## src/sv/rgbhsv_pkg.sv

```systemverilog
`timescale 1ns / 1ps
// ----------------------------------------------------------------------------
// rgbhsv_pkg
// types, constants and the divider step shared by the rgb to hsv pipeline
// ----------------------------------------------------------------------------
package rgbhsv_pkg;

	localparam int CHANNEL_BITS = 8;
	localparam int QUOT_BITS    = 16;
	localparam int DVD_BITS     = QUOT_BITS + CHANNEL_BITS;
	localparam int HUE_BITS     = 15;
	localparam int SAT_BITS     = 16;
	localparam int SAT_SHIFT    = 15;
	localparam int DIV_STEPS    = 4;

	localparam logic [DVD_BITS-1:0] HUE_SIXTY = DVD_BITS'(3840);
	localparam logic [HUE_BITS-1:0] HUE_120   = HUE_BITS'(7680);
	localparam logic [HUE_BITS-1:0] HUE_240   = HUE_BITS'(15360);
	localparam logic [HUE_BITS-1:0] HUE_360   = HUE_BITS'(23040);

	typedef logic [CHANNEL_BITS-1:0] chan_t;

	typedef enum logic [1:0] {
		SEC_RED,
		SEC_GREEN,
		SEC_BLUE
	} sector_t;

	// one long division: partial remainder, dividend bits still to go
	// with quotient bits shifted in behind them, and the divisor
	typedef struct packed {
		chan_t                 rem;
		logic [QUOT_BITS-1:0]  work;
		chan_t                 den;
	} lane_t;

	typedef struct packed {
		chan_t   value;
		logic    gray;
		sector_t sector;
		logic    neg;
	} side_t;

	typedef struct packed {
		lane_t hue;
		lane_t sat;
		side_t side;
	} stg_t;

	function automatic lane_t lane_load(logic [DVD_BITS-1:0] dvd, chan_t den);
		lane_t l;
		l.rem  = dvd[DVD_BITS-1:QUOT_BITS];
		l.work = dvd[QUOT_BITS-1:0];
		l.den  = den;
		return l;
	endfunction

	// restoring division, four quotient bits per call
	function automatic lane_t div_step(lane_t l);
		lane_t                o;
		logic [CHANNEL_BITS:0] t;
		o = l;
		for (int i = 0; i < DIV_STEPS; i++) begin
			t = {o.rem, o.work[QUOT_BITS-1]};
			if (t >= {1'b0, o.den}) begin
				o.rem  = CHANNEL_BITS'(t - {1'b0, o.den});
				o.work = {o.work[QUOT_BITS-2:0], 1'b1};
			end else begin
				o.rem  = t[CHANNEL_BITS-1:0];
				o.work = {o.work[QUOT_BITS-2:0], 1'b0};
			end
		end
		return o;
	endfunction

endpackage

```

## src/sv/rgbhsv_front.sv

```systemverilog
`timescale 1ns / 1ps
// ----------------------------------------------------------------------------
// rgbhsv_front
// max, min and sector pick, then spread and the two dividends
// ----------------------------------------------------------------------------
module rgbhsv_front (
	input  logic                 clk,
	input  logic                 arst_n,
	input  logic                 pix_valid,
	output logic                 pix_stall,
	input  rgbhsv_pkg::chan_t    red,
	input  rgbhsv_pkg::chan_t    green,
	input  rgbhsv_pkg::chan_t    blue,
	input  logic                 en_next,
	output logic                 valid_s2,
	output rgbhsv_pkg::stg_t     stg_s2
);
	import rgbhsv_pkg::*;

	logic    en1, en2;
	logic    valid_s1;
	chan_t   max_s1, min_s1, pos_s1, neg_s1;
	sector_t sector_s1;

	chan_t   mx, mn, pos, neg;
	sector_t sector;

	chan_t              spread, diff;
	logic               is_neg;
	logic [DVD_BITS-1:0] hue_dvd, sat_dvd;
	stg_t               stg_d;

	assign en2       = !valid_s2 || en_next;
	assign en1       = !valid_s1 || en2;
	assign pix_stall = !en1;

	always_comb begin
		mx = red;
		if (green > mx) mx = green;
		if (blue > mx) mx = blue;
		mn = red;
		if (green < mn) mn = green;
		if (blue < mn) mn = blue;
		priority if (red >= green && red >= blue) begin
			sector = SEC_RED;
			pos    = green;
			neg    = blue;
		end else if (green >= blue) begin
			sector = SEC_GREEN;
			pos    = blue;
			neg    = red;
		end else begin
			sector = SEC_BLUE;
			pos    = red;
			neg    = green;
		end
	end

	always_ff @(posedge clk or negedge arst_n) begin
		if (!arst_n) begin
			valid_s1 <= 1'b0;
		end else if (en1) begin
			valid_s1 <= pix_valid;
		end
	end

	always_ff @(posedge clk) begin
		if (en1) begin
			max_s1    <= mx;
			min_s1    <= mn;
			pos_s1    <= pos;
			neg_s1    <= neg;
			sector_s1 <= sector;
		end
	end

	always_comb begin
		spread  = max_s1 - min_s1;
		is_neg  = pos_s1 < neg_s1;
		diff    = is_neg ? (neg_s1 - pos_s1) : (pos_s1 - neg_s1);
		hue_dvd = HUE_SIXTY * DVD_BITS'(diff);
		sat_dvd = DVD_BITS'(spread) << SAT_SHIFT;
		stg_d.hue         = lane_load(hue_dvd, spread);
		stg_d.sat         = lane_load(sat_dvd, max_s1);
		stg_d.side.value  = max_s1;
		stg_d.side.gray   = (spread == '0);
		stg_d.side.sector = sector_s1;
		stg_d.side.neg    = is_neg;
	end

	always_ff @(posedge clk or negedge arst_n) begin
		if (!arst_n) begin
			valid_s2 <= 1'b0;
		end else if (en2) begin
			valid_s2 <= valid_s1;
		end
	end

	always_ff @(posedge clk) begin
		if (en2) begin
			stg_s2 <= stg_d;
		end
	end

endmodule

```

## src/sv/rgbhsv_div.sv

```systemverilog
`timescale 1ns / 1ps
// ----------------------------------------------------------------------------
// rgbhsv_div
// four-stage pipelined divider, hue and saturation lanes side by side
// ----------------------------------------------------------------------------
module rgbhsv_div (
	input  logic                 clk,
	input  logic                 arst_n,
	input  logic                 valid_s2,
	input  rgbhsv_pkg::stg_t     stg_s2,
	output logic                 en_in,
	input  logic                 en_next,
	output logic                 valid_s6,
	output rgbhsv_pkg::stg_t     stg_s6
);
	import rgbhsv_pkg::*;

	logic en3, en4, en5, en6;
	logic valid_s3, valid_s4, valid_s5;
	stg_t stg_s3, stg_s4, stg_s5;

	assign en6   = !valid_s6 || en_next;
	assign en5   = !valid_s5 || en6;
	assign en4   = !valid_s4 || en5;
	assign en3   = !valid_s3 || en4;
	assign en_in = en3;

	function automatic stg_t stg_step(stg_t s);
		stg_t o;
		o     = s;
		o.hue = div_step(s.hue);
		o.sat = div_step(s.sat);
		return o;
	endfunction

	always_ff @(posedge clk or negedge arst_n) begin
		if (!arst_n) begin
			valid_s3 <= 1'b0;
			valid_s4 <= 1'b0;
			valid_s5 <= 1'b0;
			valid_s6 <= 1'b0;
		end else begin
			if (en3) valid_s3 <= valid_s2;
			if (en4) valid_s4 <= valid_s3;
			if (en5) valid_s5 <= valid_s4;
			if (en6) valid_s6 <= valid_s5;
		end
	end

	always_ff @(posedge clk) begin
		if (en3) stg_s3 <= stg_step(stg_s2);
		if (en4) stg_s4 <= stg_step(stg_s3);
		if (en5) stg_s5 <= stg_step(stg_s4);
		if (en6) stg_s6 <= stg_step(stg_s5);
	end

endmodule

```

## src/sv/rgb_to_hsv_pixel.sv

```systemverilog
`timescale 1ns / 1ps
// throughput: one pixel per cycle while hsv_stall is low, set by the seven-stage pipeline
// (max/min, dividends, four divider stages of four quotient bits, hue assembly)
// a stalled result holds while empty stages still fill behind it
// reset: arst_n clears all valid bits, the pipeline comes up empty
// ----------------------------------------------------------------------------
// rgb_to_hsv_pixel
// 8-bit rgb pixel to hue (1/64 degree), saturation (1.0 = 32768) and value
// ----------------------------------------------------------------------------
module rgb_to_hsv_pixel (
	input  logic                          clk,
	input  logic                          arst_n,
	input  logic                          pix_valid,
	output logic                          pix_stall,
	input  rgbhsv_pkg::chan_t             red,
	input  rgbhsv_pkg::chan_t             green,
	input  rgbhsv_pkg::chan_t             blue,
	output logic                          hsv_valid,
	input  logic                          hsv_stall,
	output logic [rgbhsv_pkg::HUE_BITS-1:0] hue,
	output logic [rgbhsv_pkg::SAT_BITS-1:0] saturation,
	output rgbhsv_pkg::chan_t             value,
	output logic                          achromatic
);
	import rgbhsv_pkg::*;

	logic en7, en_div, valid_s2, valid_s6, valid_s7;
	stg_t stg_s2, stg_s6;

	logic [HUE_BITS-1:0] q_hue, hue_d, hue_s7;
	logic [SAT_BITS-1:0] sat_d, sat_s7;
	chan_t               value_s7;
	logic                gray_s7;

	assign en7 = !valid_s7 || !hsv_stall;

	rgbhsv_front u_front (
		.clk       (clk),
		.arst_n    (arst_n),
		.pix_valid (pix_valid),
		.pix_stall (pix_stall),
		.red       (red),
		.green     (green),
		.blue      (blue),
		.en_next   (en_div),
		.valid_s2  (valid_s2),
		.stg_s2    (stg_s2)
	);

	rgbhsv_div u_div (
		.clk      (clk),
		.arst_n   (arst_n),
		.valid_s2 (valid_s2),
		.stg_s2   (stg_s2),
		.en_in    (en_div),
		.en_next  (en7),
		.valid_s6 (valid_s6),
		.stg_s6   (stg_s6)
	);

	always_comb begin
		q_hue = stg_s6.hue.work[HUE_BITS-1:0];
		hue_d = '0;
		if (!stg_s6.side.gray) begin
			unique case (stg_s6.side.sector)
				SEC_RED: begin
					if (!stg_s6.side.neg) begin
						hue_d = q_hue;
					end else begin
						hue_d = HUE_360 - q_hue;
						if (hue_d >= HUE_360) hue_d = '0;
					end
				end
				SEC_GREEN: hue_d = stg_s6.side.neg ? (HUE_120 - q_hue) : (HUE_120 + q_hue);
				SEC_BLUE:  hue_d = stg_s6.side.neg ? (HUE_240 - q_hue) : (HUE_240 + q_hue);
				default:   hue_d = '0;
			endcase
		end
		sat_d = (stg_s6.side.value == '0) ? '0 : stg_s6.sat.work[SAT_BITS-1:0];
	end

	always_ff @(posedge clk or negedge arst_n) begin
		if (!arst_n) begin
			valid_s7 <= 1'b0;
		end else if (en7) begin
			valid_s7 <= valid_s6;
		end
	end

	always_ff @(posedge clk) begin
		if (en7) begin
			hue_s7   <= hue_d;
			sat_s7   <= sat_d;
			value_s7 <= stg_s6.side.value;
			gray_s7  <= stg_s6.side.gray;
		end
	end

	assign hsv_valid  = valid_s7;
	assign hue        = hue_s7;
	assign saturation = sat_s7;
	assign value      = value_s7;
	assign achromatic = gray_s7;

	// a gray word always carries hue zero
	a_gray_hue: assert property (@(posedge clk) disable iff (!arst_n)
		hsv_valid && achromatic |-> hue == '0)
		else $error("gray word with nonzero hue");

	// hue stays on the circle and saturation at or below one
	a_range: assert property (@(posedge clk) disable iff (!arst_n)
		hsv_valid |-> hue < HUE_360 && saturation <= SAT_BITS'(32768))
		else $error("hue or saturation out of range");

	// with no result waiting the pipeline can always move
	a_no_stall: assert property (@(posedge clk) disable iff (!arst_n)
		!hsv_valid |-> !pix_stall)
		else $error("input stalled with empty output");

	// a stalled result word holds its hue and saturation
	a_hold: assert property (@(posedge clk) disable iff (!arst_n)
		hsv_valid && hsv_stall |=> $stable(hue) && $stable(saturation) && hsv_valid)
		else $error("stalled result word changed");

endmodule
```

## config.mk

```make
export PLATFORM = sky130hd
export DESIGN_NAME = rgb_to_hsv_pixel
export DESIGN_NICKNAME = d
export VERILOG_FILES = /design/src/sv/rgbhsv_pkg.sv /design/src/sv/rgbhsv_front.sv /design/src/sv/rgbhsv_div.sv /design/src/sv/rgb_to_hsv_pixel.sv
export SDC_FILE = /design/constraint.sdc
export NUM_CORES = 1
export LEC_CHECK = 0
export BUFFER_PORTS_ARGS = -buffer_cell sky130_fd_sc_hd__buf_4
export CAP_MARGIN = 20
export CORE_MARGIN = 3
export CORE_UTILIZATION = 60
export CTS_CLUSTER_SIZE = 20
export DETAILED_ROUTE_END_ITERATION = 10
export PLACE_DENSITY = 0.87
export RECOVER_POWER = 25
export SLEW_MARGIN = 10
export SYNTH_ARGS = -nofsm -noshare
export SYNTH_HDL_FRONTEND = slang
export SYNTH_SLANG_ARGS = --single-unit
```

## constraint.sdc

```tcl
create_clock -name clk -period 8.9 [get_ports clk]
set_input_delay 0.89 -clock clk [delete_from_list [all_inputs] [get_ports clk]]
set_output_delay 0.89 -clock clk [all_outputs]
set_load 0.1 [all_outputs]
```

After elaboration in Yosys (flattened, before gate mapping)

Index checks and enable logic that the tools add are counted.

Bits in registers: 368
Input bits: 28

$add $sub $neg: 38
Multipliers: 1
Magnitude comparators: 41
Eq/ne operators: 2
Multiplexer cells: 71
Reductions and logical operators: 20

Operator list:

| kind                                                                 | count |
|---|---|
| 24-bit 2-to-1 mux                                                    | 54 |
| 9-bit by 8-bit greater-or-equal comparator with 1-bit output         | 30 |
| 8-bit subtractor                                                     | 32 |
| 8-bit 2-to-1 mux                                                     | 9 |
| 15-bit 2-to-1 mux                                                    | 4 |
| 15-bit one-hot mux with 3 select lines                               | 1 |
| 8-bit greater-or-equal comparator                                    | 4 |
| 8-bit less-than comparator                                           | 3 |
| 8-bit > comparator                                                   | 2 |
| 8-bit zero test                                                      | 2 |
| 13-bit by 15-bit adder with 15-bit output, first input constant      | 1 |
| 14-bit by 15-bit adder with 15-bit output, first input constant      | 1 |
| 15-bit greater-or-equal comparator, second input constant            | 1 |
| 13-bit by 15-bit subtractor with 15-bit output, first input constant | 1 |
| 14-bit by 15-bit subtractor with 15-bit output, first input constant | 1 |
| 15-bit subtractor, first input constant                              | 1 |
| 4-bit by 8-bit multiplier with 12-bit output, first input constant   | 1 |
| 1-bit zero test                                                      | 9 |
| 5-bit by 8-bit greater-or-equal comparator with 1-bit output         | 1 |
| 5-bit by 8-bit subtractor with 8-bit output                          | 1 |
| 1-bit logical OR                                                     | 7 |
| 2-bit by 1-bit == test with 1-bit output, second input constant      | 1 |
| 2-bit == test, second input constant                                 | 1 |
| 2-bit zero test                                                      | 1 |
| other kinds (3)                                                      | 4 |

Longest topological paths before layout

Gate-level depths: netlist of run 1.

Depth after elaboration: 15
Depth in mapped cells: 42

Modules after synthesis

A second synthesis of run 1 with hierarchy kept.

Cell total of the unflattened synthesis: 2926
Area, all modules: 31297.5 sq um

Modules (own cells, without submodules):

| module           | instances | cells each | area an instance (sq um) | sequential area each (sq um) |
|---|---|---|---|---|
| rgbhsv_div       | 1         | 2124       | 22800.6                  | 9228.9 |
| rgbhsv_front     | 1         | 554        | 5863.1                   | 2031.9 |
| rgb_to_hsv_pixel | 1         | 248        | 2633.8                   | 1226.2 |

Worst setup path before layout of run 1

Ideal clock, no wire load.

Kind: flip-flop to flip-flop
From: reg u_front.stg_s2[44] (netlist name)
To: reg u_div.stg_s3[39] (netlist bit) (data pin)
Library setup time: 0.262 ns
Data arrival time: 7.727 ns
Setup slack: 0.911 ns
Stages on the path, launching flop included: 36
Path buffers: 2
Period minus slack after synthesis: 7.989 ns
Cells stage by stage: edfxtp_1 > inv_1 > ha_1 > inv_1 > fa_1 > a21o_1 > a221oi_4 > a32oi_4 > clkbuf_1 > o21ai_0 > inv_1 > ha_1 > nor2b_1 > o211ai_1 > a31oi_1 > o31ai_1 > nand3_2 > mux2_2 > ha_1 > and3_1 > o21ai_0 > a21boi_1 > o31a_1 > nand2b_1 > o21ba_1 > buf_6 > inv_6 > mux2_4 > ha_1 > or3_1 > o31ai_1 > o41ai_1 > a21oi_1 > a21bo_2 > a21oi_4 > mux2_1

RTL lines:

| item                   | RTL line         | source |
|---|---|---|
| end signal: assignment | rgbhsv_div.sv:51 | `if (en3) stg_s3 <= stg_step(stg_s2);` |
| end: declaration       | rgbhsv_div.sv:20 | `stg_t stg_s3, stg_s4, stg_s5;` |

Worst setup path in the final report of run 1

From: reg u_div.stg_s4[45] (netlist bit)
To: reg u_div.stg_s5[75] (netlist bit) (data pin)

Longest elaborated chain between the ends: 11

RTL lines:

| item                                                                                                    | RTL line                           | source |
|---|---|---|
| start: declaration                                                                                      | rgbhsv_div.sv:20                   |  |
| start signal: assignment                                                                                | rgbhsv_div.sv:52                   | `if (en4) stg_s4 <= stg_step(stg_s3);` |
| 8-bit subtractor / 9-bit by 8-bit greater-or-equal comparator with 1-bit output (equally long branches) | rgbhsv_pkg.sv:66, rgbhsv_pkg.sv:65 |  |
| 24-bit 2-to-1 mux                                                                                       | rgbhsv_pkg.sv:65                   | `if (t >= {1'b0, o.den}) begin` |
| 24-bit 2-to-1 mux                                                                                       | rgbhsv_div.sv:53                   | `if (en5) stg_s5 <= stg_step(stg_s4);` |
| 8-bit subtractor / 9-bit by 8-bit greater-or-equal comparator with 1-bit output (equally long branches) | rgbhsv_pkg.sv:66, rgbhsv_pkg.sv:65 |  |
| 24-bit 2-to-1 mux                                                                                       | rgbhsv_pkg.sv:65                   |  |
| 24-bit 2-to-1 mux                                                                                       | rgbhsv_div.sv:53                   |  |
| 8-bit subtractor / 9-bit by 8-bit greater-or-equal comparator with 1-bit output (equally long branches) | rgbhsv_pkg.sv:66, rgbhsv_pkg.sv:65 |  |
| 24-bit 2-to-1 mux                                                                                       | rgbhsv_pkg.sv:65                   |  |
| 24-bit 2-to-1 mux                                                                                       | rgbhsv_div.sv:53                   |  |
| 8-bit subtractor / 9-bit by 8-bit greater-or-equal comparator with 1-bit output (equally long branches) | rgbhsv_pkg.sv:66, rgbhsv_pkg.sv:65 |  |
| 24-bit 2-to-1 mux *                                                                                     | rgbhsv_pkg.sv:65                   |  |
| end signal: assignment                                                                                  | rgbhsv_div.sv:53                   |  |
| end: declaration                                                                                        | rgbhsv_div.sv:20                   |  |

Every way passes the cells marked *; elsewhere a longest branch is shown, timed or not. The select of a mux whose other input is x is not followed.
A chain may end at the register's enable or synchronous reset.

==> results of run 1 <==
-- how the worst max path moves through the flow --
stage / from / endpoint / cells after the start
final: u_div.stg_s4[45]$_DFFE_PP_ / u_div.stg_s5[75]$_DFFE_PP_ / 35
after global routing: u_front.stg_s2[13]$_DFFE_PP_ / u_div.stg_s3[42]$_DFFE_PP_ / 38
after CTS: u_front.stg_s2[45]$_DFFE_PP_ / u_div.stg_s3[72]$_DFFE_PP_ / 37
after detailed placement: u_front.stg_s2[45]$_DFFE_PP_ / u_div.stg_s3[75]$_DFFE_PP_ / 37
after global placement: u_front.stg_s2[13]$_DFFE_PP_ / u_div.stg_s3[42]$_DFFE_PP_ / 31
after floorplan: u_front.stg_s2[44]$_DFFE_PP_ / u_div.stg_s3[39]$_DFFE_PP_ / 35
-- area by class of cell --
type	instances	area [um2]	area share [%]
Clock inverter	19	223	0.766
Timing Repair Buffer	115	870	2.99
Clock buffer	47	985	3.39
Multi-Input combinational cell	2021	16100	55.3
Tap cell	585	732	2.52
Sequential cell	313	9360	32.2
Inverter	216	820	2.82
-- placed cells by master (no fill, tap or decap), types with 21 or more instances in the layout --
cell       count
xnor2_1      112
fa_1          31
inv_1        206
mux2i_1       75
a21o_1        54
a21oi_1      166
mux2_2       104
ha_1         323
nand3_1       44
buf_4        107
or2_2         21
xor2_1        57
nor2_1       195
o21ai_0      119
and2_1        34
nand2_1      123
edfxtp_1     306
nand2b_1      35
o21a_1        51
clkbuf_16     38
nor2b_1       57
nor3_1        63
-- synthesized netlist by cell type (all sizes together) (31+ instances only) --
cell / n
a21o: 54
a21oi: 174
and2: 35
edfxtp: 306
fa: 31
ha: 323
inv: 216
mux2: 118
mux2i: 81
nand2: 127
nand2b: 35
nand3: 46
nor2: 195
nor2b: 59
nor3: 64
o21a: 52
o21ai: 130
xnor2: 112
xor2: 57
-- critical path, delay by kind of cell (launching register included) --
family	cells	cell delay, ns
compound gates	14	2.78
fa+ha+maj	5	1.54
mux	4	1.49
simple gates	8	1.31
buf+inv	4	0.64
flops	1	0.46
-- layer usage --
layer | share of wire [%] | routed length (um) | global-route usage, % | vias to the layer above
li1 | - | - | - | 9803
met1 | 42 | 25800 | 32.4 | 9852
met2 | 49 | 30400 | 46.0 | 691
met3 | 5.6 | 3420 | 3.18 | 158
met4 | 3.1 | 1890 | 8.68 | 0
met5 | 0 | 0 | 0 | -
-- logic make-up (layout without fill, tap and decap cells) --
group / count (synthesis) / after routing
AO/OA/AOI/OAI: 617 / 617
XOR/XNOR: 169 / 169
adder cells (fa/ha/maj): 354 / 354
buffers and inverters: 258 / 397
flip-flops: 313 / 313
multiplexers: 199 / 199
AND/OR/NAND/NOR: 682 / 682
-- state kept, by name, summed over array words and instances (netlist names), 15 cells and up --
| name | cells |
|---|---|
| u_div.stg_s5 | 59 |
| u_div.stg_s4 | 51 |
| u_div.stg_s3 | 47 |
| u_div.stg_s6 | 43 |
| u_front.stg_s2 | 32 |
| saturation | 16 |
| hue | 15 |
-- stage by stage --
step / TNS, ns / instances
final: 0 / 3316
after global routing: -0.324 / 3316
after CTS: 0 / 3297
after detailed placement: 0 / 3231
after global placement: 0 / 3231
after floorplan: 0 / 2592
-- what timing repair did --
item | CTS | global route
resized for setup | 0 | 23
setup endpoints to repair | 0 | 37
buffers inserted | 0 | 18
==> run summary, run 1 <==
Fmax -> 118 MHz
adder-cell area share of the yosys netlist -> 17.7%
outcome -> complete, but fails checks
share of layout cells above drive strength 1 -> 13.6%
Final #Nets -> 3,086
largest family of logic cells by synthesized area -> adder cells
CP max stage cell -> edfxtp_1
vias in the first global route -> 20,499
largest net degree at the start of global routing -> 61
Placed Area -> 27,600 um2
H-Tree Depth -> 2
clock root buffer -> clkbuf_16
crit-path max cell delay -> 0.46 ns
MaxCap Viol Count -> 2
CTS Buf Count -> 37
Fillers -> 3,232
Hold Fails Final Rpt -> 0
Synth area leader -> edfxtp_1
Yosys reg bits -> 313
post-DP HPWL -> 46,900 um
Post-Synth Simple-Gate Area -> 13.1%
register area share after synthesis -> 35.5%
GRT overflow -> 0
Synth Area in XOR/XNOR -> 5.61%
Syn Nets -> 2,974
final core utilization -> 67.2%
final worst setup slack -> 0.446 ns
Critical Path Start Type -> flop
Worst R2R Path Depth -> 35
hold buffer count at CTS -> 0
post-synthesis compound-gate area fraction -> 15.9%
Synth top area share -> 34.8%
CP endpoint kind -> flop
TritonRoute pass-1 iters -> 8
CP most frequent cell -> ha_1
Initial Util -> 61.0%
core area -> 43,300 um2
failing checks -> max-capacitance violations, max-slew violations
critical path class -> reg2reg
Hold Path Class -> in2async
via density per instance -> 6.18
clock-pin slew on the worst setup and hold paths -> 0.06 ns
Layout Skew -> 0.0183 ns
worst slew pin tran -> 2.73 ns
ys flop type -> edfxtp_1
syn avg cell area -> 10.2 um2
final worst-path cycle share -> 95.0%
Worst slew margin -> -81.7%
number of flops mapped to enable cells by yosys -> 306
Routed wire per std cell -> 18.6 um
R2R Path End -> u_div.stg_s5[75]$_DFFE_PP_
clk_lat worst skew -> 0.54 ns
final WL -> 61,500 um
DR vias -> 20,504
antenna cells -> 0
DRC Markers -> 0
Routed Antenna Nets -> 0
clk buf depth -> 3
die area -> 46,500 um2
r2r setup slk -> 0.45 ns
mux contribution to synthesized area -> 8.38%
synthesized area -> 26,400 um2
die width -> 216 um
TritonCTS clock tree -> done
1st-iter DRT viols -> 1,594
Critical R2R Launch -> u_div.stg_s4[45]$_DFFE_PP_
TritonCTS Sinks -> 313
count of warnings emitted by yosys -> 0
FP Rows -> 76
synth top area cells -> edfxtp_1 (35%), ha_1 (15%), mux2_2 (4.4%)
die height -> 216 um
Crit path required time -> 9.19 ns
Worst Path Max Fanout -> 11
IO Port Bufs -> 69
hold slack final -> 0.242 ns
async set-reset flop share out of synthesis -> 2.24%
minimum clock period after layout -> 8.45 ns
GPL Wtd Cong -> 1.00
pre-CTS WS -> 0.273 ns
gr usage total -> 25.8%
Slew Viols, Final -> 87
# IOs -> 70
Unique masters post-synth -> 106
final setup fails -> 0
Syn Inst Count -> 2,592
antenna violations before repair -> 0
first-pass GRT wire length -> 99,800 um
Final Cell Area -> 29,100 um2
synth-to-layout area growth -> 10.3%
Worst Path Arrival -> 8.74 ns
Power of run 1 is left out: the tool's default activity adds up to more than one toggle a clock period on the data nets, which glitch-free logic cannot reach.
==> inputs of run 2 (changes only) <==
ABC_AREA = 1   (was unset)
==> run summary, run 2 <==
Routed Antenna Nets -> 0 (unchanged)
post-DP HPWL -> 48,000 um (was 46,900 um)
Layout Skew -> 0.0315 ns (was 0.0183 ns)
final WL -> 61,500 um (about the same)
r2r setup slk -> 1.39 ns (was 0.45 ns)
DRC Markers -> 0 (unchanged)
max FFs per register -> 59 (unchanged)
mux contribution to synthesized area -> 0% (was 8.38%)
most frequent cells in the layout -> nand2_1 (880), inv_1 (497), ha_1 (323) (was ha_1 (323), edfxtp_1 (306), inv_1 (206))
Synth area leader -> edfxtp_1 (unchanged)
via density per instance -> 5.63 (was 6.18)
largest net degree at the start of global routing -> 61 (unchanged)
synth-to-layout area growth -> 7.71% (was 10.3%)
CP most frequent cell -> nand2_1 (was ha_1)
TritonCTS clock tree -> done (unchanged)
hold buffer count at CTS -> 0 (unchanged)
post-CTS setup buffer count -> 0 (unchanged)
Initial Util -> 61.4% (was 61.0%)
Hold Path Class -> in2async (unchanged)
antenna violations before repair -> 0 (unchanged)
top-count cell post-synth -> nand2_1 (was ha_1)
register area share after synthesis -> 34.0% (was 35.5%)
largest register by flop count -> u_div.stg_s5 (unchanged)
crit-path max cell delay -> 0.54 ns (was 0.46 ns)
H-Tree Depth -> 2 (unchanged)
die area -> 48,500 um2 (was 46,500 um2)
ys flop type -> edfxtp_1 (unchanged)
Synth Area in XOR/XNOR -> 6.02% (was 5.61%)
MaxCap Viol Count -> 1 (was 2)
syn avg cell area -> 8.03 um2 (was 10.2 um2)
Yosys reg bits -> 313 (unchanged)
Worst slew margin -> -59.3% (was -81.7%)
Fillers -> 3,630 (was 3,232)
core area -> 44,800 um2 (was 43,300 um2)
clock root buffer -> clkbuf_16 (unchanged)
Final #Nets -> 3,875 (was 3,086)
failing checks -> max-capacitance violations, max-slew violations (unchanged)
post-synthesis compound-gate area fraction -> 10.4% (was 15.9%)
Routed wire per std cell -> 15.0 um (was 18.6 um)
register area -> 9360 um2 (unchanged)
non-filler instance count after layout -> 4,109 (was 3,316)
gr usage total -> 25.3% (was 25.8%)
RSZ-0062 raised after global routing -> false
Critical Path Start Type -> flop (unchanged)
Slew Viols, Final -> 43 (was 87)
# IOs -> 70 (unchanged)
post-cts gate resize count -> 0 (unchanged)
minimum clock period after layout -> 7.51 ns (was 8.45 ns)
pre-CTS WS -> 1.44 ns (was 0.273 ns)
FP Rows -> 77 (was 76)
area of the multi-input gates -> 15,900 um2 (was 16,100 um2)
vias in the first global route -> 21,772 (was 20,499)
async set-reset flop share out of synthesis -> 2.24% (unchanged)
1st-iter DRT viols -> 1,915 (was 1,594)
largest family of logic cells by synthesized area -> simple AND/OR/NAND/NOR gates (was adder cells)
die height -> 220 um (was 216 um)
first-pass GRT wire length -> 102,000 um (was 99,800 um)
Syn Nets -> 3,806 (was 2,974)
Worst Path Arrival -> 7.80 ns (was 8.74 ns)
CP endpoint kind -> flop (unchanged)
IO Port Bufs -> 69 (unchanged)
synthesized area -> 27,500 um2 (was 26,400 um2)
GPL Wtd Cong -> 0.957 (was 1.00)
count of warnings emitted by yosys -> 0 (unchanged)
TritonRoute pass-1 iters -> 6 (was 8)
adder-cell area share of the yosys netlist -> 16.9% (was 17.7%)
Synth top area share -> 33.4% (was 34.8%)
total negative slack -> 0 ns (unchanged)
Commonest cells post-synth -> nand2_1 (881), inv_1 (501), ha_1 (323) (was ha_1 (323), edfxtp_1 (306), inv_1 (209))
Fmax -> 133 MHz (was 118 MHz)
Syn Inst Count -> 3,424 (was 2,592)
Critical path buffers and inverters -> 2 (was 4)
final worst-path cycle share -> 84.4% (was 95.0%)
DR vias -> 23,146 (was 20,504)
die width -> 220 um (was 216 um)
Unique masters post-synth -> 60 (was 106)
clock-pin slew on the worst setup and hold paths -> 0.06 ns (about the same)
Post-Synth Simple-Gate Area -> 24.3% (was 13.1%)
Hold Fails Final Rpt -> 0 (unchanged)
GRT overflow -> 0 (unchanged)
commonest non-fill, non-tap cell in the layout -> nand2_1 (was ha_1)
Inst Count DP -> 4,046 (was 3,231)
share of layout cells above drive strength 1 -> 7.76% (was 13.6%)
Top delay family on crit path -> simple AND/OR/NAND/NOR gates (was compound AO/OA/AOI/OAI gates)
critical path class -> reg2reg (unchanged)
Crit path required time -> 9.19 ns (about the same)
TritonCTS Sinks -> 313 (unchanged)
CTS Buf Count -> 35 (was 37)
antenna cells -> 0 (unchanged)
CP max stage cell -> o21ai_0 (was edfxtp_1)
final setup fails -> 0 (unchanged)
outcome -> complete, but fails checks (unchanged)
Worst Path Max Fanout -> 14 (was 11)
final worst setup slack -> 1.39 ns (was 0.446 ns)
Largest regs -> u_div.stg_s5: 59 flops, u_div.stg_s4: 51 flops, u_div.stg_s3: 47 flops (unchanged)
clk_lat worst skew -> 0.56 ns (was 0.54 ns)
number of flops mapped to enable cells by yosys -> 306 (unchanged)
synth top area cells -> edfxtp_1 (33%), ha_1 (15%), nand2_1 (12%) (was edfxtp_1 (35%), ha_1 (15%), mux2_2 (4.4%))
clk buf depth -> 3 (unchanged)
worst slew pin tran -> 2.39 ns (was 2.73 ns)
-- run 2: changes by cell type after synthesis, moves of 35 or more --
cell | before | now
nand2_1 | 126 | 881
inv_1 | 209 | 501
nand3_1 | 44 | 235
mux2_2 | 104 | 0
mux2i_1 | 79 | 0
xor2_1 | 57 | 117
a21oi_1 | 172 | 230
nor2b_1 | 57 | 0
a21o_1 | 54 | 5
xnor2_1 | 112 | 72
nand4_1 | 17 | 55
o21a_1 | 51 | 14
nand2b_1 | 35 | 0
nor3_1 | 63 | 28
-- run 2: per-layer routing --
layer	global-route usage [%]	wire length [um]	share of wire, %
met2	44.8	29700	48
met4	8.13	1730	2.8
met3	2.35	3450	5.6
met1	32.9	26600	43
met5	0	0	0
-- run 2: worst paths after layout --
kind / startpoint / endpoint / cells past startpoint
worst min register to register: u_div.stg_s4[55]$_DFFE_PP_ / u_div.stg_s5[59]$_DFFE_PP_ / 0
worst max register to register: u_front.stg_s2[45]$_DFFE_PP_ / u_div.stg_s3[68]$_DFFE_PP_ / 35
worst min-delay path: arst_n / u_div.valid_s4$_DFFE_PN0P_ / 1
min in group clk: u_div.stg_s4[55]$_DFFE_PP_ / u_div.stg_s5[59]$_DFFE_PP_ / 0
worst max-delay path: u_front.stg_s2[45]$_DFFE_PP_ / u_div.stg_s3[68]$_DFFE_PP_ / 35
max in group asynchronous: arst_n / u_front.valid_s2$_DFFE_PN0P_ / 1
-- run 2: worst register-to-register path, delay by kind of cell (launching register included) --
family / cells / cell delay, ns
AO/OA/AOI/OAI: 7 / 1.51
adder cells (fa/ha/maj): 4 / 1.57
buffers and inverters: 2 / 0.30
flip-flops: 1 / 0.49
AND/OR/NAND/NOR: 22 / 3.40
-- run 2: final cells by class --
cell class / count / area share, %
repair buffers: 77 / 2.10
clock buffers: 48 / 3.22
well taps: 592 / 2.50
flip-flops and latches: 313 / 31.6
multi-input cells: 2542 / 53.5
inverters: 524 / 6.70
clock inverters: 13 / 0.334
-- run 2: cell families (layout without fill, tap and decap cells) --
group / Yosys count / after routing
flip-flops: 313 / 313
XOR/XNOR: 189 / 189
buffers and inverters: 569 / 662
AND/OR/NAND/NOR: 1512 / 1512
adder cells (fa/ha/maj): 354 / 354
AO/OA/AOI/OAI: 487 / 487
-- run 2: metrics by stage --
| step | util, % | instance area, um2 | hold WS, ns |
|---|---|---|---|
| 3_5_place_dp | 63.7 | 28500 | 0.405 |
| 5_1_grt | 66.1 | 29600 | 0.325 |
| 4_1_cts | 66.1 | 29600 | 0.134 |
| 3_3_place_gp | 63.6 | 28500 | 0.401 |
| 6_report | 66.1 | 29600 | 0.312 |
| 2_1_floorplan | - | 27500 | 0.400 |
Power of run 2 is left out for the same reason.
==> inputs of run 3 (changes only) <==
ABC_AREA = 0   (was 1)
clock period = 7 ns   (was 8.9 ns; I/O delays follow)
==> run summary, run 3 <==
register area share after synthesis -> 35.5% (was 34.0%)
die width -> 216 um (was 220 um)
Commonest cells post-synth -> ha_1 (323), edfxtp_1 (306), inv_1 (209) (was nand2_1 (881), inv_1 (501), ha_1 (323))
Error -> [ERROR GRT-0232] Routing congestion too high. Check the congestion heatmap in the GUI.
FP Rows -> 76 (was 77)
clock root buffer -> clkbuf_16 (unchanged)
Worst endpoint, post-GRT repair -> u_div.stg_s3[41]$_DFFE_PP_/D
# IOs -> 70 (unchanged)
Synth top area share -> 34.8% (was 33.4%)
outcome -> did not finish (was complete, but fails checks)
number of flops mapped to enable cells by yosys -> 306 (unchanged)
GPL Wtd Cong -> 0.960 (was 0.957)
pre-CTS WS -> -0.769 ns (was 1.44 ns)
Unique masters post-synth -> 106 (was 60)
syn avg cell area -> 10.2 um2 (was 8.03 um2)
TritonCTS Sinks -> 313 (unchanged)
Syn Nets -> 2,974 (was 3,806)
count of warnings emitted by yosys -> 0 (unchanged)
last stage reached -> 5_1_grt
Synth area leader -> edfxtp_1 (unchanged)
die height -> 216 um (was 220 um)
CTS Buf Count -> 35 (unchanged)
Yosys reg bits -> 313 (unchanged)
clk buf depth -> 3 (unchanged)
ys flop type -> edfxtp_1 (unchanged)
Syn Inst Count -> 2,592 (was 3,424)
async set-reset flop share out of synthesis -> 2.24% (unchanged)
GRT overflow -> 13
Initial Util -> 61.0% (was 61.4%)
H-Tree Depth -> 2 (unchanged)
synth top area cells -> edfxtp_1 (35%), ha_1 (15%), mux2_2 (4.4%) (was edfxtp_1 (33%), ha_1 (15%), nand2_1 (12%))
IO Port Bufs -> 69 (unchanged)
largest net degree at the start of global routing -> 52
Worst EP kind -> register data pin
gr usage total -> 73.0%
post-DP HPWL -> 54,800 um (was 48,000 um)
top-count cell post-synth -> ha_1 (was nand2_1)
synthesized area -> 26,400 um2 (was 27,500 um2)
## run 3: changes by cell type after synthesis, sizes merged, moves of 63 or more
cell   change
a21oi     -63
nand3    -214
nand2    -784
mux2     +118
inv      -306
mux2i     +81
## run 3: metal layers
metal	track usage (%)	GRT overflow
met5	40.3	0
met4	71.1	9
met3	63.2	4
met2	88.0	0
met1	70.2	0
## run 3: per-stage QoR
stage | hold slack [ns] | utilization (%) | cells | instance area, um2
4_1_cts | 0.407 | 81.1 | 3921 | 35100
3_5_place_dp | 0.405 | 73.6 | 3714 | 31900
3_3_place_gp | 0.401 | 73.6 | 3714 | 31900
2_1_floorplan | 0.400 | - | 2592 | 27000
## run 3: logic make-up after synthesis
| group | after synthesis | synth area share (%) |
|---|---|---|
| adders and majority gates | 354 | 17.7 |
| and+or+nand+nor | 682 | 13.1 |
| AOI/OAI and AO/OA | 617 | 15.9 |
| buffers and inverters | 258 | 3.84 |
| muxes | 199 | 8.38 |
| xor gates and xnor gates | 169 | 5.61 |
| DFF | 313 | 35.5 |
## run 3: timing repair
action                                  in CTS
resized for setup                          204
endpoints found under the setup margin      56
buffers inserted                           140
hold buffers                                 1
hold endpoints to repair                     7
gates cloned                                 2
pin swaps                                  111
==> inputs of run 4 (changes only) <==
CORE_UTILIZATION = 40   (was 60)
CTS_CLUSTER_SIZE = unset   (was 20)
PLACE_DENSITY = unset   (was 0.87)
PLACE_DENSITY_LB_ADDON = 0.15   (was unset)
==> run summary, run 4 (same netlist as run 1, synthesis figures left out) <==
outcome -> complete, but fails checks (was did not finish)
failing checks -> negative setup slack
GPL Wtd Cong -> 0.926 (was 0.960)
max FFs per register -> 59
core area -> 64,800 um2
commonest non-fill, non-tap cell in the layout -> buf_4
Final Cell Area -> 38,300 um2
CP max stage cell -> edfxtp_1
Critical Path Start Type -> flop
clk buf depth -> 3 (unchanged)
Layout Skew -> 0.0272 ns
Fillers -> 5,358
vias in the first global route -> 23,274
Routed Antenna Nets -> 0
final worst setup slack -> -0.728 ns
die area -> 69,100 um2
synth-to-layout area growth -> 45.4%
CTS Buf Count -> 38 (was 35)
TritonRoute pass-1 iters -> 5
final WL -> 73,800 um
antenna cells -> 0
share of layout cells above drive strength 1 -> 43.0%
critical path class -> reg2reg
IO Port Bufs -> 69 (unchanged)
die height -> 263 um (was 216 um)
clock-pin slew on the worst setup and hold paths -> 0.05 ns
die width -> 263 um (was 216 um)
via density per instance -> 5.25
MaxCap Viol Count -> 0
Worst Path Max Fanout -> 7
clk_lat worst skew -> 0.56 ns
Hold Fails Final Rpt -> 0
antenna violations before repair -> 0
Top delay family on crit path -> buffers and inverters
total negative slack -> -11.33 ns
Final #Nets -> 3,901
final core utilization -> 59.2%
Slew Viols, Final -> 0
first-pass GRT wire length -> 115,000 um
worst slew pin tran -> 0.993 ns
1st-iter DRT viols -> 1,116
Worst Path Arrival -> 8.02 ns
TritonCTS clock tree -> done
post-DP HPWL -> 55,500 um (was 54,800 um)
pre-CTS WS -> -0.685 ns (was -0.769 ns)
Largest regs -> u_div.stg_s5: 59 flops, u_div.stg_s4: 51 flops, u_div.stg_s3: 47 flops
Fmax -> 129 MHz
largest register by flop count -> u_div.stg_s5
Critical path buffers and inverters -> 21
Routed wire per std cell -> 16.8 um
FP Rows -> 93 (was 76)
GRT overflow -> 0
H-Tree Depth -> 2 (unchanged)
RSZ-0062 raised after global routing -> true
final setup fails -> 28
Hold Path Class -> in2reg
DR vias -> 23,134
Crit path required time -> 7.30 ns
gr usage total -> 20.0%
# IOs -> 70 (unchanged)
Initial Util -> 40.7% (was 61.0%)
crit-path max cell delay -> 0.40 ns
most frequent cells in the layout -> buf_4 (843), edfxtp_1 (306), ha_1 (241)
final worst-path cycle share -> 110%
Worst slew margin -> 33.7%
minimum clock period after layout -> 7.73 ns
clock root buffer -> clkbuf_16 (unchanged)
CP endpoint kind -> flop
TritonCTS Sinks -> 313 (unchanged)
Placed Area -> 33,200 um2 (was 31,900 um2)
DRC Markers -> 0
largest net degree at the start of global routing -> 61
CP most frequent cell -> buf_4
run 4: per-stage QoR:
stage               cells  hold slack (ns)
global route         4403            0.323
finish               4403            0.340
global placement     4109            0.401
detailed placement   4109            0.405
floorplan            2592            0.400
CTS                  4318            0.306
run 4: timing repair:
action                                  CTS  global route
pin swaps                               132           181
hold buffers                              1             0
setup buffers                           136            89
endpoints found under the hold margin     7             0
gates cloned                              3             0
endpoints found under the setup margin   55            56
gates resized for setup                 201           259
run 4: final timing paths:
kind | from | cells after the start | endpoint | slack [ns]
worst max-delay path | u_front.stg_s2[67]$_DFFE_PP_ | 47 | u_div.stg_s3[73]$_DFFE_PP_ | -0.73
worst min-delay path | pix_valid | 2 | u_front.valid_s1$_DFFE_PN0N_ | 0.34
worst max register to register | u_front.stg_s2[67]$_DFFE_PP_ | 47 | u_div.stg_s3[73]$_DFFE_PP_ | -0.73
worst min register to register | u_front.sector_s1[0]$_SDFFCE_PP0N_ | 0 | u_front.stg_s2[1]$_DFFE_PP_ | 0.41
max in group asynchronous | arst_n | 2 | u_div.valid_s5$_DFFE_PN0P_ | 5.98
min in group asynchronous | arst_n | 2 | hsv_valid$_DFFE_PN0P_ | 0.64
run 4: cell type report:
| cell class | instances | area (um2) | share of cell area (%) |
|---|---|---|---|
| Multi-Input combinational cell | 2023 | 18700 | 48.9 |
| Sequential cell | 313 | 9360 | 24.4 |
| Timing Repair Buffer | 926 | 7090 | 18.5 |
| Tap cell | 855 | 1070 | 2.79 |
| Clock buffer | 44 | 1000 | 2.62 |
| Inverter | 216 | 831 | 2.17 |
| Clock inverter | 25 | 228 | 0.594 |
| Timing Repair inverter | 1 | 7.51 | 0.0196 |
run 4: routing by layer:
metal	part of all wire, %	GRT usage (%)	wire length [um]
met2	50	35.7	36900
met5	0	0	0
met1	44	25.3	32400
met3	2.9	2.09	2140
met4	3.1	6.77	2320
Power of run 4 is left out for the same reason.
